## src/rtl/core/bocp_pkg.sv

```systemverilog
package bocp_pkg;

    localparam int NUM_LANES   = 4;
    localparam int CUR_W       = 16;
    localparam int THR_W       = 18;
    localparam int TICK_W      = 24;
    localparam int TRIP_W      = 16;
    localparam int COUNT_WIDTH = 24;
    localparam int CFG_IDX_W   = 3;
    localparam int CFG_DATA_W  = 24;

    localparam logic [CFG_IDX_W-1:0] CFG_INST_MAX    = 3'd0;
    localparam logic [CFG_IDX_W-1:0] CFG_INST_A      = 3'd1;
    localparam logic [CFG_IDX_W-1:0] CFG_AVG_MAX     = 3'd2;
    localparam logic [CFG_IDX_W-1:0] CFG_AVG_A       = 3'd3;
    localparam logic [CFG_IDX_W-1:0] CFG_LONG_TICKS  = 3'd4;
    localparam logic [CFG_IDX_W-1:0] CFG_SHORT_TICKS = 3'd5;
    localparam logic [CFG_IDX_W-1:0] CFG_CLEAR_TICKS = 3'd6;
    localparam logic [CFG_IDX_W-1:0] CFG_SHUTDOWN    = 3'd7;

    localparam logic signed [CUR_W-1:0] RST_LIMIT = 16'sh7FFF;
    localparam logic [TICK_W-1:0]       RST_TICKS = 24'hFFFFFF;

    localparam logic signed [THR_W-1:0] OFS_LONG_SET  = 18'sd48;
    localparam logic signed [THR_W-1:0] OFS_LONG_CLR  = 18'sd32;
    localparam logic signed [THR_W-1:0] OFS_SHORT_SET = 18'sd96;
    localparam logic signed [THR_W-1:0] OFS_SHORT_CLR = 18'sd80;
    localparam logic signed [THR_W-1:0] OFS_RELEASE   = 18'sd128;

    typedef struct packed {
        logic signed [CUR_W-1:0]  inst_max;
        logic signed [CUR_W-1:0]  inst_a;
        logic signed [CUR_W-1:0]  avg_max;
        logic signed [CUR_W-1:0]  avg_a;
        logic        [TICK_W-1:0] long_ticks;
        logic        [TICK_W-1:0] short_ticks;
        logic        [TICK_W-1:0] clear_ticks;
        logic                     shutdown;
    } t_cfg;

    typedef struct packed {
        logic signed [THR_W-1:0] inst;
        logic signed [THR_W-1:0] long_set;
        logic signed [THR_W-1:0] long_clr;
        logic signed [THR_W-1:0] short_set;
        logic signed [THR_W-1:0] short_clr;
        logic signed [THR_W-1:0] rel_lim;
    } t_thr;

    typedef struct packed {
        logic gt_inst;
        logic ge_long;
        logic le_long;
        logic ge_short;
        logic le_short;
        logic le_rel;
    } t_flags;

    typedef struct packed {
        logic inst_trip;
        logic long_up;
        logic long_clr;
        logic short_up;
        logic short_clr;
        logic rel_ok;
    } t_cond;

    typedef struct packed {
        logic              fault_latched;
        logic              overcurrent_set;
        logic              pwm_disable_pulse;
        logic [TRIP_W-1:0] trip_count;
    } t_result;

    function automatic t_thr make_thr(logic signed [CUR_W-1:0] inst,
                                      logic signed [CUR_W-1:0] avg);
        t_thr                    thr;
        logic signed [THR_W-1:0] avg_x;
        avg_x         = THR_W'(avg);
        thr.inst      = THR_W'(inst);
        thr.long_set  = avg_x + OFS_LONG_SET;
        thr.long_clr  = avg_x + OFS_LONG_CLR;
        thr.short_set = avg_x + OFS_SHORT_SET;
        thr.short_clr = avg_x + OFS_SHORT_CLR;
        thr.rel_lim   = avg_x - OFS_RELEASE;
        return thr;
    endfunction

endpackage

```

## src/rtl/core/bocp_in_if.sv

```systemverilog
interface bocp_in_if;
    logic                                 valid;
    logic                                 ready;
    logic signed [bocp_pkg::CUR_W-1:0]    current_a;
    logic signed [bocp_pkg::CUR_W-1:0]    current_b;
    logic signed [bocp_pkg::CUR_W-1:0]    current_c;
    logic signed [bocp_pkg::CUR_W-1:0]    current_d;

    modport source(output valid, current_a, current_b, current_c, current_d, input ready);
    modport sink(input valid, current_a, current_b, current_c, current_d, output ready);
endinterface

```

## src/rtl/core/bocp_out_if.sv

```systemverilog
interface bocp_out_if;
    logic                          valid;
    logic                          ready;
    logic                          fault_latched;
    logic                          overcurrent_set;
    logic                          pwm_disable_pulse;
    logic [bocp_pkg::TRIP_W-1:0]   trip_count;

    modport source(output valid, fault_latched, overcurrent_set, pwm_disable_pulse,
                   trip_count, input ready);
    modport sink(input valid, fault_latched, overcurrent_set, pwm_disable_pulse,
                 trip_count, output ready);
endinterface

```

## src/rtl/core/bocp_lane.sv

```systemverilog
module bocp_lane (
    input  logic signed [bocp_pkg::CUR_W-1:0] i_current,
    input  bocp_pkg::t_thr                    i_thr,
    output bocp_pkg::t_flags                  o_flags
);

    logic signed [bocp_pkg::THR_W-1:0] w_cur;

    assign w_cur = bocp_pkg::THR_W'(i_current);

    assign o_flags.gt_inst  = (w_cur >  i_thr.inst);
    assign o_flags.ge_long  = (w_cur >= i_thr.long_set);
    assign o_flags.le_long  = (w_cur <= i_thr.long_clr);
    assign o_flags.ge_short = (w_cur >= i_thr.short_set);
    assign o_flags.le_short = (w_cur <= i_thr.short_clr);
    assign o_flags.le_rel   = (w_cur <= i_thr.rel_lim);

endmodule

```

## src/rtl/core/bocp_merge.sv

```systemverilog
module bocp_merge (
    input  bocp_pkg::t_flags i_lanes [bocp_pkg::NUM_LANES],
    input  bocp_pkg::t_flags i_chan_a,
    output bocp_pkg::t_cond  o_cond
);

    // The largest current exceeds a level when any lane does, and stays at or
    // below a level only when every lane does; channel A's flag is ORed into each.
    always_comb begin
        logic any_gt_inst, any_ge_long, any_ge_short;
        logic all_le_long, all_le_short, all_le_rel;
        any_gt_inst  = 1'b0;
        any_ge_long  = 1'b0;
        any_ge_short = 1'b0;
        all_le_long  = 1'b1;
        all_le_short = 1'b1;
        all_le_rel   = 1'b1;
        for (int k = 0; k < bocp_pkg::NUM_LANES; k++) begin
            any_gt_inst  = any_gt_inst  | i_lanes[k].gt_inst;
            any_ge_long  = any_ge_long  | i_lanes[k].ge_long;
            any_ge_short = any_ge_short | i_lanes[k].ge_short;
            all_le_long  = all_le_long  & i_lanes[k].le_long;
            all_le_short = all_le_short & i_lanes[k].le_short;
            all_le_rel   = all_le_rel   & i_lanes[k].le_rel;
        end
        o_cond.inst_trip = any_gt_inst  | i_chan_a.gt_inst;
        o_cond.long_up   = any_ge_long  | i_chan_a.ge_long;
        o_cond.long_clr  = all_le_long  | i_chan_a.le_long;
        o_cond.short_up  = any_ge_short | i_chan_a.ge_short;
        o_cond.short_clr = all_le_short | i_chan_a.le_short;
        o_cond.rel_ok    = all_le_rel   | i_chan_a.le_rel;
    end

endmodule

```

## src/rtl/core/bocp_state.sv

```systemverilog
module bocp_state #(
    parameter int COUNT_WIDTH = bocp_pkg::COUNT_WIDTH
) (
    input  logic              i_clk,
    input  logic              i_rst_n,
    input  logic              i_en,
    input  bocp_pkg::t_cond   i_cond,
    input  bocp_pkg::t_cfg    i_cfg,
    output bocp_pkg::t_result o_result
);

    localparam int CMP_W = (COUNT_WIDTH > bocp_pkg::TICK_W) ? COUNT_WIDTH : bocp_pkg::TICK_W;
    localparam logic [COUNT_WIDTH-1:0] CNT_MAX = '1;

    logic                          r_fault, n_fault;
    logic [COUNT_WIDTH-1:0]        r_long, n_long;
    logic [COUNT_WIDTH-1:0]        r_short, n_short;
    logic [COUNT_WIDTH-1:0]        r_rel, n_rel;
    logic [bocp_pkg::TRIP_W-1:0]   r_trips, n_trips;
    logic                          w_set, w_pulse;

    function automatic logic [COUNT_WIDTH-1:0] inc_sat(logic [COUNT_WIDTH-1:0] c);
        return (c == CNT_MAX) ? c : c + 1'b1;
    endfunction

    function automatic logic reached(logic [COUNT_WIDTH-1:0] c,
                                     logic [bocp_pkg::TICK_W-1:0] lim);
        return CMP_W'(c) >= CMP_W'(lim);
    endfunction

    always_comb begin
        n_fault = r_fault;
        n_long  = r_long;
        n_short = r_short;
        n_rel   = r_rel;
        n_trips = r_trips;
        w_set   = 1'b0;
        w_pulse = 1'b0;
        if (!r_fault) begin
            if (i_cond.inst_trip) begin
                if (i_cfg.shutdown) begin
                    w_set   = 1'b1;
                    n_fault = 1'b1;
                end else begin
                    w_pulse = 1'b1;
                    n_trips = r_trips + 1'b1;
                end
            end
            if (i_cond.long_up) begin
                n_long = inc_sat(r_long);
            end else if (i_cond.long_clr) begin
                n_long = '0;
            end
            if (reached(n_long, i_cfg.long_ticks)) begin
                w_set   = 1'b1;
                n_fault = 1'b1;
            end
            if (i_cond.short_up) begin
                n_short = inc_sat(r_short);
            end else if (i_cond.short_clr) begin
                n_short = '0;
            end
            if (reached(n_short, i_cfg.short_ticks)) begin
                n_short = '0;
                w_set   = 1'b1;
                n_fault = 1'b1;
            end
            n_rel = '0;
        end else begin
            if (i_cond.rel_ok) begin
                n_rel = inc_sat(r_rel);
                if (reached(n_rel, i_cfg.clear_ticks)) begin
                    n_rel   = '0;
                    n_long  = '0;
                    n_short = '0;
                    n_fault = 1'b0;
                end
            end else begin
                n_rel = '0;
            end
        end
    end

    always_ff @(posedge i_clk) begin
        if (!i_rst_n) begin
            r_fault <= 1'b0;
            r_long  <= '0;
            r_short <= '0;
            r_rel   <= '0;
            r_trips <= '0;
        end else if (i_en) begin
            r_fault <= n_fault;
            r_long  <= n_long;
            r_short <= n_short;
            r_rel   <= n_rel;
            r_trips <= n_trips;
        end
    end

    assign o_result.fault_latched     = n_fault;
    assign o_result.overcurrent_set   = w_set;
    assign o_result.pwm_disable_pulse = w_pulse;
    assign o_result.trip_count        = n_trips;

endmodule

```

## src/rtl/core/boost_overcurrent_protector_unit.sv

```systemverilog
// Channel    Direction  Transaction contents
// i_sample   in         current_a, current_b, current_c, current_d
// o_result   out        fault_latched, overcurrent_set, pwm_disable_pulse, trip_count
// i_cfg_*    in         register index and write data, one write per enabled cycle
//
// One sample enters per cycle while the result is not stalled; its result passes both stages.
// The first stage compares the four currents in parallel lanes and registers the
// merged conditions; the second stage updates the counters and the result register.
// Reset clears the fault, the counters, the trip count and both valid stages.
// A stalled result holds both stages; a new sample is taken whenever the first
// stage is empty or moves on in the same cycle.
module boost_overcurrent_protector_unit #(
    parameter int COUNT_WIDTH = bocp_pkg::COUNT_WIDTH
) (
    input  logic                                i_clk,
    input  logic                                i_rst_n,
    bocp_in_if.sink                             i_sample,
    bocp_out_if.source                          o_result,
    input  logic                                i_cfg_we,
    input  logic [bocp_pkg::CFG_IDX_W-1:0]      i_cfg_idx,
    input  logic [bocp_pkg::CFG_DATA_W-1:0]     i_cfg_data
);

    bocp_pkg::t_cfg    r_cfg;
    bocp_pkg::t_thr    w_thr_max, w_thr_a;
    bocp_pkg::t_flags  w_lanes [bocp_pkg::NUM_LANES];
    bocp_pkg::t_flags  w_flags_a;
    bocp_pkg::t_cond   w_cond, r_cond;
    bocp_pkg::t_result w_res, r_out;
    logic              r_s1_valid, r_out_valid;
    logic              w_in_take, w_s2_take;
    logic signed [bocp_pkg::CUR_W-1:0] w_cur [bocp_pkg::NUM_LANES];

    always_ff @(posedge i_clk) begin
        if (!i_rst_n) begin
            r_cfg.inst_max    <= bocp_pkg::RST_LIMIT;
            r_cfg.inst_a      <= bocp_pkg::RST_LIMIT;
            r_cfg.avg_max     <= bocp_pkg::RST_LIMIT;
            r_cfg.avg_a       <= bocp_pkg::RST_LIMIT;
            r_cfg.long_ticks  <= bocp_pkg::RST_TICKS;
            r_cfg.short_ticks <= bocp_pkg::RST_TICKS;
            r_cfg.clear_ticks <= bocp_pkg::RST_TICKS;
            r_cfg.shutdown    <= 1'b0;
        end else if (i_cfg_we) begin
            case (i_cfg_idx)
                bocp_pkg::CFG_INST_MAX: begin
                    r_cfg.inst_max <= i_cfg_data[bocp_pkg::CUR_W-1:0];
                end
                bocp_pkg::CFG_INST_A: begin
                    r_cfg.inst_a <= i_cfg_data[bocp_pkg::CUR_W-1:0];
                end
                bocp_pkg::CFG_AVG_MAX: begin
                    r_cfg.avg_max <= i_cfg_data[bocp_pkg::CUR_W-1:0];
                end
                bocp_pkg::CFG_AVG_A: begin
                    r_cfg.avg_a <= i_cfg_data[bocp_pkg::CUR_W-1:0];
                end
                bocp_pkg::CFG_LONG_TICKS: begin
                    r_cfg.long_ticks <= i_cfg_data[bocp_pkg::TICK_W-1:0];
                end
                bocp_pkg::CFG_SHORT_TICKS: begin
                    r_cfg.short_ticks <= i_cfg_data[bocp_pkg::TICK_W-1:0];
                end
                bocp_pkg::CFG_CLEAR_TICKS: begin
                    r_cfg.clear_ticks <= i_cfg_data[bocp_pkg::TICK_W-1:0];
                end
                bocp_pkg::CFG_SHUTDOWN: begin
                    r_cfg.shutdown <= i_cfg_data[0];
                end
                default: begin
                end
            endcase
        end
    end

    assign w_thr_max = bocp_pkg::make_thr(r_cfg.inst_max, r_cfg.avg_max);
    assign w_thr_a   = bocp_pkg::make_thr(r_cfg.inst_a, r_cfg.avg_a);

    assign w_cur[0] = i_sample.current_a;
    assign w_cur[1] = i_sample.current_b;
    assign w_cur[2] = i_sample.current_c;
    assign w_cur[3] = i_sample.current_d;

    for (genvar g = 0; g < bocp_pkg::NUM_LANES; g++) begin : g_lane
        bocp_lane u_lane (
            .i_current (w_cur[g]),
            .i_thr     (w_thr_max),
            .o_flags   (w_lanes[g])
        );
    end

    bocp_lane u_lane_a (
        .i_current (i_sample.current_a),
        .i_thr     (w_thr_a),
        .o_flags   (w_flags_a)
    );

    bocp_merge u_merge (
        .i_lanes  (w_lanes),
        .i_chan_a (w_flags_a),
        .o_cond   (w_cond)
    );

    assign w_s2_take       = r_s1_valid && (!r_out_valid || o_result.ready);
    assign i_sample.ready  = !r_s1_valid || w_s2_take;
    assign w_in_take       = i_sample.valid && i_sample.ready;

    always_ff @(posedge i_clk) begin
        if (!i_rst_n) begin
            r_s1_valid <= 1'b0;
        end else if (i_sample.ready) begin
            r_s1_valid <= i_sample.valid;
        end
    end

    always_ff @(posedge i_clk) begin
        if (w_in_take) begin
            r_cond <= w_cond;
        end
    end

    bocp_state #(
        .COUNT_WIDTH (COUNT_WIDTH)
    ) u_state (
        .i_clk    (i_clk),
        .i_rst_n  (i_rst_n),
        .i_en     (w_s2_take),
        .i_cond   (r_cond),
        .i_cfg    (r_cfg),
        .o_result (w_res)
    );

    always_ff @(posedge i_clk) begin
        if (!i_rst_n) begin
            r_out_valid <= 1'b0;
        end else if (w_s2_take) begin
            r_out_valid <= 1'b1;
        end else if (o_result.ready) begin
            r_out_valid <= 1'b0;
        end
    end

    always_ff @(posedge i_clk) begin
        if (w_s2_take) begin
            r_out <= w_res;
        end
    end

    assign o_result.valid             = r_out_valid;
    assign o_result.fault_latched     = r_out.fault_latched;
    assign o_result.overcurrent_set   = r_out.overcurrent_set;
    assign o_result.pwm_disable_pulse = r_out.pwm_disable_pulse;
    assign o_result.trip_count        = r_out.trip_count;

    a_pulse_mode: assert property (@(posedge i_clk) disable iff (!i_rst_n)
        w_s2_take && w_res.pwm_disable_pulse |-> !r_cfg.shutdown)
        else $error("PWM disable pulse issued in latching mode.");

    a_set_latches: assert property (@(posedge i_clk) disable iff (!i_rst_n)
        w_s2_take && w_res.overcurrent_set |-> w_res.fault_latched)
        else $error("Overcurrent set without a latched fault.");

    a_stage_fill: assert property (@(posedge i_clk) disable iff (!i_rst_n)
        w_in_take |=> r_s1_valid)
        else $error("Accepted sample did not reach the first stage.");

    a_result_load: assert property (@(posedge i_clk) disable iff (!i_rst_n)
        w_s2_take |=> r_out_valid)
        else $error("Computed result did not reach the output register.");

endmodule

```

## src/flat_wrapper.sv

```systemverilog
// flat-port wrapper written by rule: the top's interface ports become plain ports
module boost_overcurrent_protector_unit_flat 
#(
    parameter int COUNT_WIDTH = bocp_pkg::COUNT_WIDTH
)
  (i_clk, i_rst_n, i_cfg_we, i_cfg_idx, i_cfg_data, i_sample_valid, i_sample_current_a, i_sample_current_b, i_sample_current_c, i_sample_current_d, i_sample_ready, o_result_valid, o_result_fault_latched, o_result_overcurrent_set, o_result_pwm_disable_pulse, o_result_trip_count, o_result_ready);
  bocp_in_if i_sample_i ();
  bocp_out_if o_result_i ();
  input  logic i_clk;
  input  logic i_rst_n;
  input  logic i_cfg_we;
  input  logic [bocp_pkg::CFG_IDX_W-1:0] i_cfg_idx;
  input  logic [bocp_pkg::CFG_DATA_W-1:0] i_cfg_data;
  input wire logic [$bits(i_sample_i.valid)-1:0] i_sample_valid;
  input wire logic [$bits(i_sample_i.current_a)-1:0] i_sample_current_a;
  input wire logic [$bits(i_sample_i.current_b)-1:0] i_sample_current_b;
  input wire logic [$bits(i_sample_i.current_c)-1:0] i_sample_current_c;
  input wire logic [$bits(i_sample_i.current_d)-1:0] i_sample_current_d;
  output wire logic [$bits(i_sample_i.ready)-1:0] i_sample_ready;
  output wire logic [$bits(o_result_i.valid)-1:0] o_result_valid;
  output wire logic [$bits(o_result_i.fault_latched)-1:0] o_result_fault_latched;
  output wire logic [$bits(o_result_i.overcurrent_set)-1:0] o_result_overcurrent_set;
  output wire logic [$bits(o_result_i.pwm_disable_pulse)-1:0] o_result_pwm_disable_pulse;
  output wire logic [$bits(o_result_i.trip_count)-1:0] o_result_trip_count;
  input wire logic [$bits(o_result_i.ready)-1:0] o_result_ready;
  assign i_sample_i.valid = i_sample_valid;
  assign i_sample_i.current_a = i_sample_current_a;
  assign i_sample_i.current_b = i_sample_current_b;
  assign i_sample_i.current_c = i_sample_current_c;
  assign i_sample_i.current_d = i_sample_current_d;
  assign i_sample_ready = i_sample_i.ready;
  assign o_result_valid = o_result_i.valid;
  assign o_result_fault_latched = o_result_i.fault_latched;
  assign o_result_overcurrent_set = o_result_i.overcurrent_set;
  assign o_result_pwm_disable_pulse = o_result_i.pwm_disable_pulse;
  assign o_result_trip_count = o_result_i.trip_count;
  assign o_result_i.ready = o_result_ready;
  boost_overcurrent_protector_unit #(.COUNT_WIDTH(COUNT_WIDTH)) u_core (.i_clk(i_clk), .i_rst_n(i_rst_n), .i_sample(i_sample_i), .o_result(o_result_i), .i_cfg_we(i_cfg_we), .i_cfg_idx(i_cfg_idx), .i_cfg_data(i_cfg_data));
endmodule
```

## config.mk

```make
export PLATFORM = sky130hd
export DESIGN_NAME = boost_overcurrent_protector_unit_flat
export DESIGN_NICKNAME = d
export VERILOG_FILES = /design/src/rtl/core/bocp_pkg.sv /design/src/rtl/core/bocp_in_if.sv /design/src/rtl/core/bocp_out_if.sv /design/src/rtl/core/bocp_lane.sv /design/src/rtl/core/bocp_merge.sv /design/src/rtl/core/bocp_state.sv /design/src/rtl/core/boost_overcurrent_protector_unit.sv /design/src/flat_wrapper.sv
export SDC_FILE = /design/constraint.sdc
export NUM_CORES = 1
export LEC_CHECK = 0
export ABC_AREA = 1
export BUFFER_PORTS_ARGS = -buffer_cell sky130_fd_sc_hd__buf_2
export CORE_UTILIZATION = 45
export DETAILED_ROUTE_END_ITERATION = 6
export GPL_ROUTABILITY_DRIVEN = 0
export MAX_ROUTING_LAYER = met4
export SYNTH_ARGS = -nofsm -noshare
export SYNTH_HDL_FRONTEND = slang
export SYNTH_HIERARCHICAL = 1
export SYNTH_SLANG_ARGS = --single-unit
```

## constraint.sdc

```tcl
create_clock -name i_clk -period 4.7 [get_ports i_clk]
set_input_delay 0.705 -clock i_clk [delete_from_list [all_inputs] [get_ports i_clk]]
set_output_delay 0.705 -clock i_clk [all_outputs]
set_load 0.05 [all_outputs]
```

==> metrics <==
Leak Pwr=21.81 nW; Finished Cell Area=35080 µm²; total iterations of the first detailed-routing run=7; grt total ovfl=0; CP Max Fanout=25; Top cell by count, worst path=nand2_1; # port buffers=116; CP bufs+invs=2; via count=30.89k; DP HPWL=76.61 mm; Post-Syn Instances=5249; run status=complete, no violations; worst slew pin tran=1149 ps; initial antenna violation count=4; TritonCTS clock tree=done; DRC=0; GRT Resource Usage Total=27.28%; ys async rst share=0%; Top Metal Used=met4; Die H=270.3 µm; Area Growth Syn to Fin=8.260%; final net count=6053; Initial Util=45.40%; layout cells sized above 1=6.917%; critical path's slowest cell=dfxtp_1; Clk pin slew, worst setup/hold paths=70 ps; Slew Viols, Final=0; Rel. slew slack=23.33%; first-pass GRT wire length=154.7 mm; DP Cell Count=6239; Worst EP arrival=4170 ps; final hold violations=0; critical path cell sequence=ha_1 -> nand2_1 -> nor2_2 -> nand2_2 -> nor2_4 -> nand2_2 -> o21ai_1 -> inv_1 -> ha_1 -> nand2_1 -> nor2_1 -> nand2_1 -> nand2_1 -> nor2_1 -> nand2_1 -> nand2_1 -> nand3_2 -> nand3_4 -> buf_4 -> nand2_1 -> a21oi_1; DRT iter0 DRCs=2017; Layout Cells excl Fill=6301; Post-CTS Setup Bufs=0; kind of critical path=reg -> reg; Hold Buf Count CTS=0; met2 routed wirelength=44.31 mm; WL met3=4.116 mm; final WL=97.47 mm; post_cts resized=0; Routed Antenna Nets=0; dpl ws=883.1 ps; vias in the first global route=28.20k; Cell Area, Synth=32400 µm²; Synth Area per Inst=6.173 µm²; worst path required time=5080 ps; CTS buffer count=34; clk sinks=253; final setup fails=0; max incr delay on CP=450 ps; Power Density=221.7 nW/µm²; drt via density=4.902; Layout Utilization=49.15%; Ys Warns=6; minimum clock period=3789 ps; # Max-Cap Violations=0; peak supply drop=0.2640 mV; worst hold path class=in -> reg; Clock Skews=33.66 ps; RSZ-0062 raised after global routing=no; root buffer cell=clkbuf_16; crit start category=flip-flop; Clock Path Buffers=3; row count=98; period utilisation layout=80.62%; PnR worst setup slack=910.7 ps; Crit. End Element=flip-flop; sequential share of the synthesized area=16.40%; post-route setup TNS=0 ps; main flop type after synthesis=dfxtp_1; critical path's top delay family=simple AND/OR/NAND/NOR gates; largest net degree at the start of global routing=96; Netlist cell types=41; die area=73080 µm²; DR WL/cell=15.47 µm; DRT met1 WL=46.42 mm; CTS H-tree depth=2; Post-DP Area=33850 µm²; Clock Latency Late Sink=560 ps; Overall Power=7.776 mW; hold_ws=432.3 ps; Post-synth EDFFs=25; IO Pins=117; syn nets=5977; fmax=0.2639 GHz; Core Footprint=71360 µm²; register bit count reported by yosys=253; die width=270.3 µm
cells in the mapped netlist (all sizes together), types with 8 or more instances:
master | instances | area share, %
o21bai | 25 | 0.58
nor2 | 516 | 6.8
nor3 | 14 | 0.32
a21oi | 224 | 3.5
and2 | 9 | 0.17
xor2 | 102 | 2.8
inv | 1124 | 13
xnor2 | 14 | 0.38
nand3b | 8 | 0.19
buf | 51 | 0.97
a21o | 49 | 1.1
o211ai | 23 | 0.53
nand2 | 1646 | 20
o21ai | 96 | 1.5
nand4 | 50 | 0.97
edfxtp | 25 | 2.3
clkbuf | 42 | 0.53
dfxtp | 228 | 14
nand3 | 360 | 6.2
ha | 632 | 24
final timing paths:
check	end	slack, ps	cells after the start	from
worst max-delay path	u_core/u_state/r_long[9]$_SDFFE_PN0P_	910	21	u_core/u_state/r_rel[0]$_SDFFE_PN0P_
worst min register to register	u_core/r_cfg[5]$_SDFFE_PN1P_	450	2	u_core/r_cfg[5]$_SDFFE_PN1P_
worst min-delay path	u_core/r_cfg[69]$_SDFFE_PN1P_	430	3	i_cfg_data[20]
worst max register to register	u_core/u_state/r_long[9]$_SDFFE_PN0P_	910	21	u_core/u_state/r_rel[0]$_SDFFE_PN0P_
layout make-up:
cell class / count / area [µm²]
antenna: 2 / 5.005
clock buffer: 46 / 1020
clock inverter: 14 / 206.4
fill: 7589 / 36280
inverter: 1129 / 4238
multi-input combinational: 3773 / 22370
sequential: 253 / 5315
tap: 950 / 1189
timing repair buffer: 134 / 734.5
cell families after synthesis:
logic type               Yosys count  share of synthesized area [%]
adder cells (fa/ha/maj)          632                          24.40
flip-flops                       253                          16.40
XOR/XNOR                         116                          3.136
AO/OA/AOI/OAI                    419                          7.236
AND/OR/NAND/NOR                 2606                          34.22
buffers and inverters           1223                          14.60
where the power goes:
group	total (mW)	internal [mW]	leakage (nW)	switching, mW
sequential	2.39	2.27	2.09	0.114
clock	2.87	1.75	0.586	1.12
combinational	2.52	0.869	19.1	1.65
tightest hold or removal path, cell delays in order:
cell and delay (ps):
buf_2 130, nand2_1 60, nand3_1 70
sequential cells by signal (all words and copies together), names as in the netlist:
| register | flops |
|---|---|
| u_core/r_cond | 6 |
| u_core/u_state/r_short | 24 |
| u_core/o_result.trip_count | 16 |
| u_core/o_result.fault_latched | 1 |
| u_core/r_s1_valid | 1 |
| u_core/u_state/r_long | 24 |
| u_core/o_result.valid | 1 |
| u_core/o_result.pwm_disable_pulse | 1 |
| u_core/u_state/r_rel | 24 |
| u_core/u_state/r_trips | 16 |
| u_core/o_result.overcurrent_set | 1 |
| u_core/u_state/r_fault | 1 |
| u_core/r_cfg | 137 |
layer usage:
metal | vias to the layer above | global-route usage [%]
met3 | 121 | 2.427
met2 | 632 | 44.99
met4 | 0 | 7.122
met1 | 13750 | 35.60
met5 | - | -
li1 | 16390 | -
layout by cell type, fill, tap and decap left out, types with 23 or more instances in the layout:
master | synthesis | final
a21o_1 | 49 | 49
a21oi_1 | 224 | 223
buf_2 | 33 | 115
clkbuf_16 | 0 | 37
dfxtp_1 | 228 | 228
edfxtp_1 | 25 | 25
ha_1 | 632 | 632
inv_1 | 1099 | 1099
inv_2 | 25 | 25
nand2_1 | 1589 | 1589
nand2_2 | 54 | 54
nand3_1 | 322 | 322
nand3_2 | 37 | 37
nand4_1 | 50 | 50
nor2_1 | 463 | 463
nor2_2 | 27 | 27
nor2_4 | 26 | 26
o211ai_1 | 23 | 23
o21ai_0 | 86 | 86
o21bai_1 | 25 | 25
xor2_1 | 102 | 102
No activity file was read; power rests on OpenSTA's default activity.
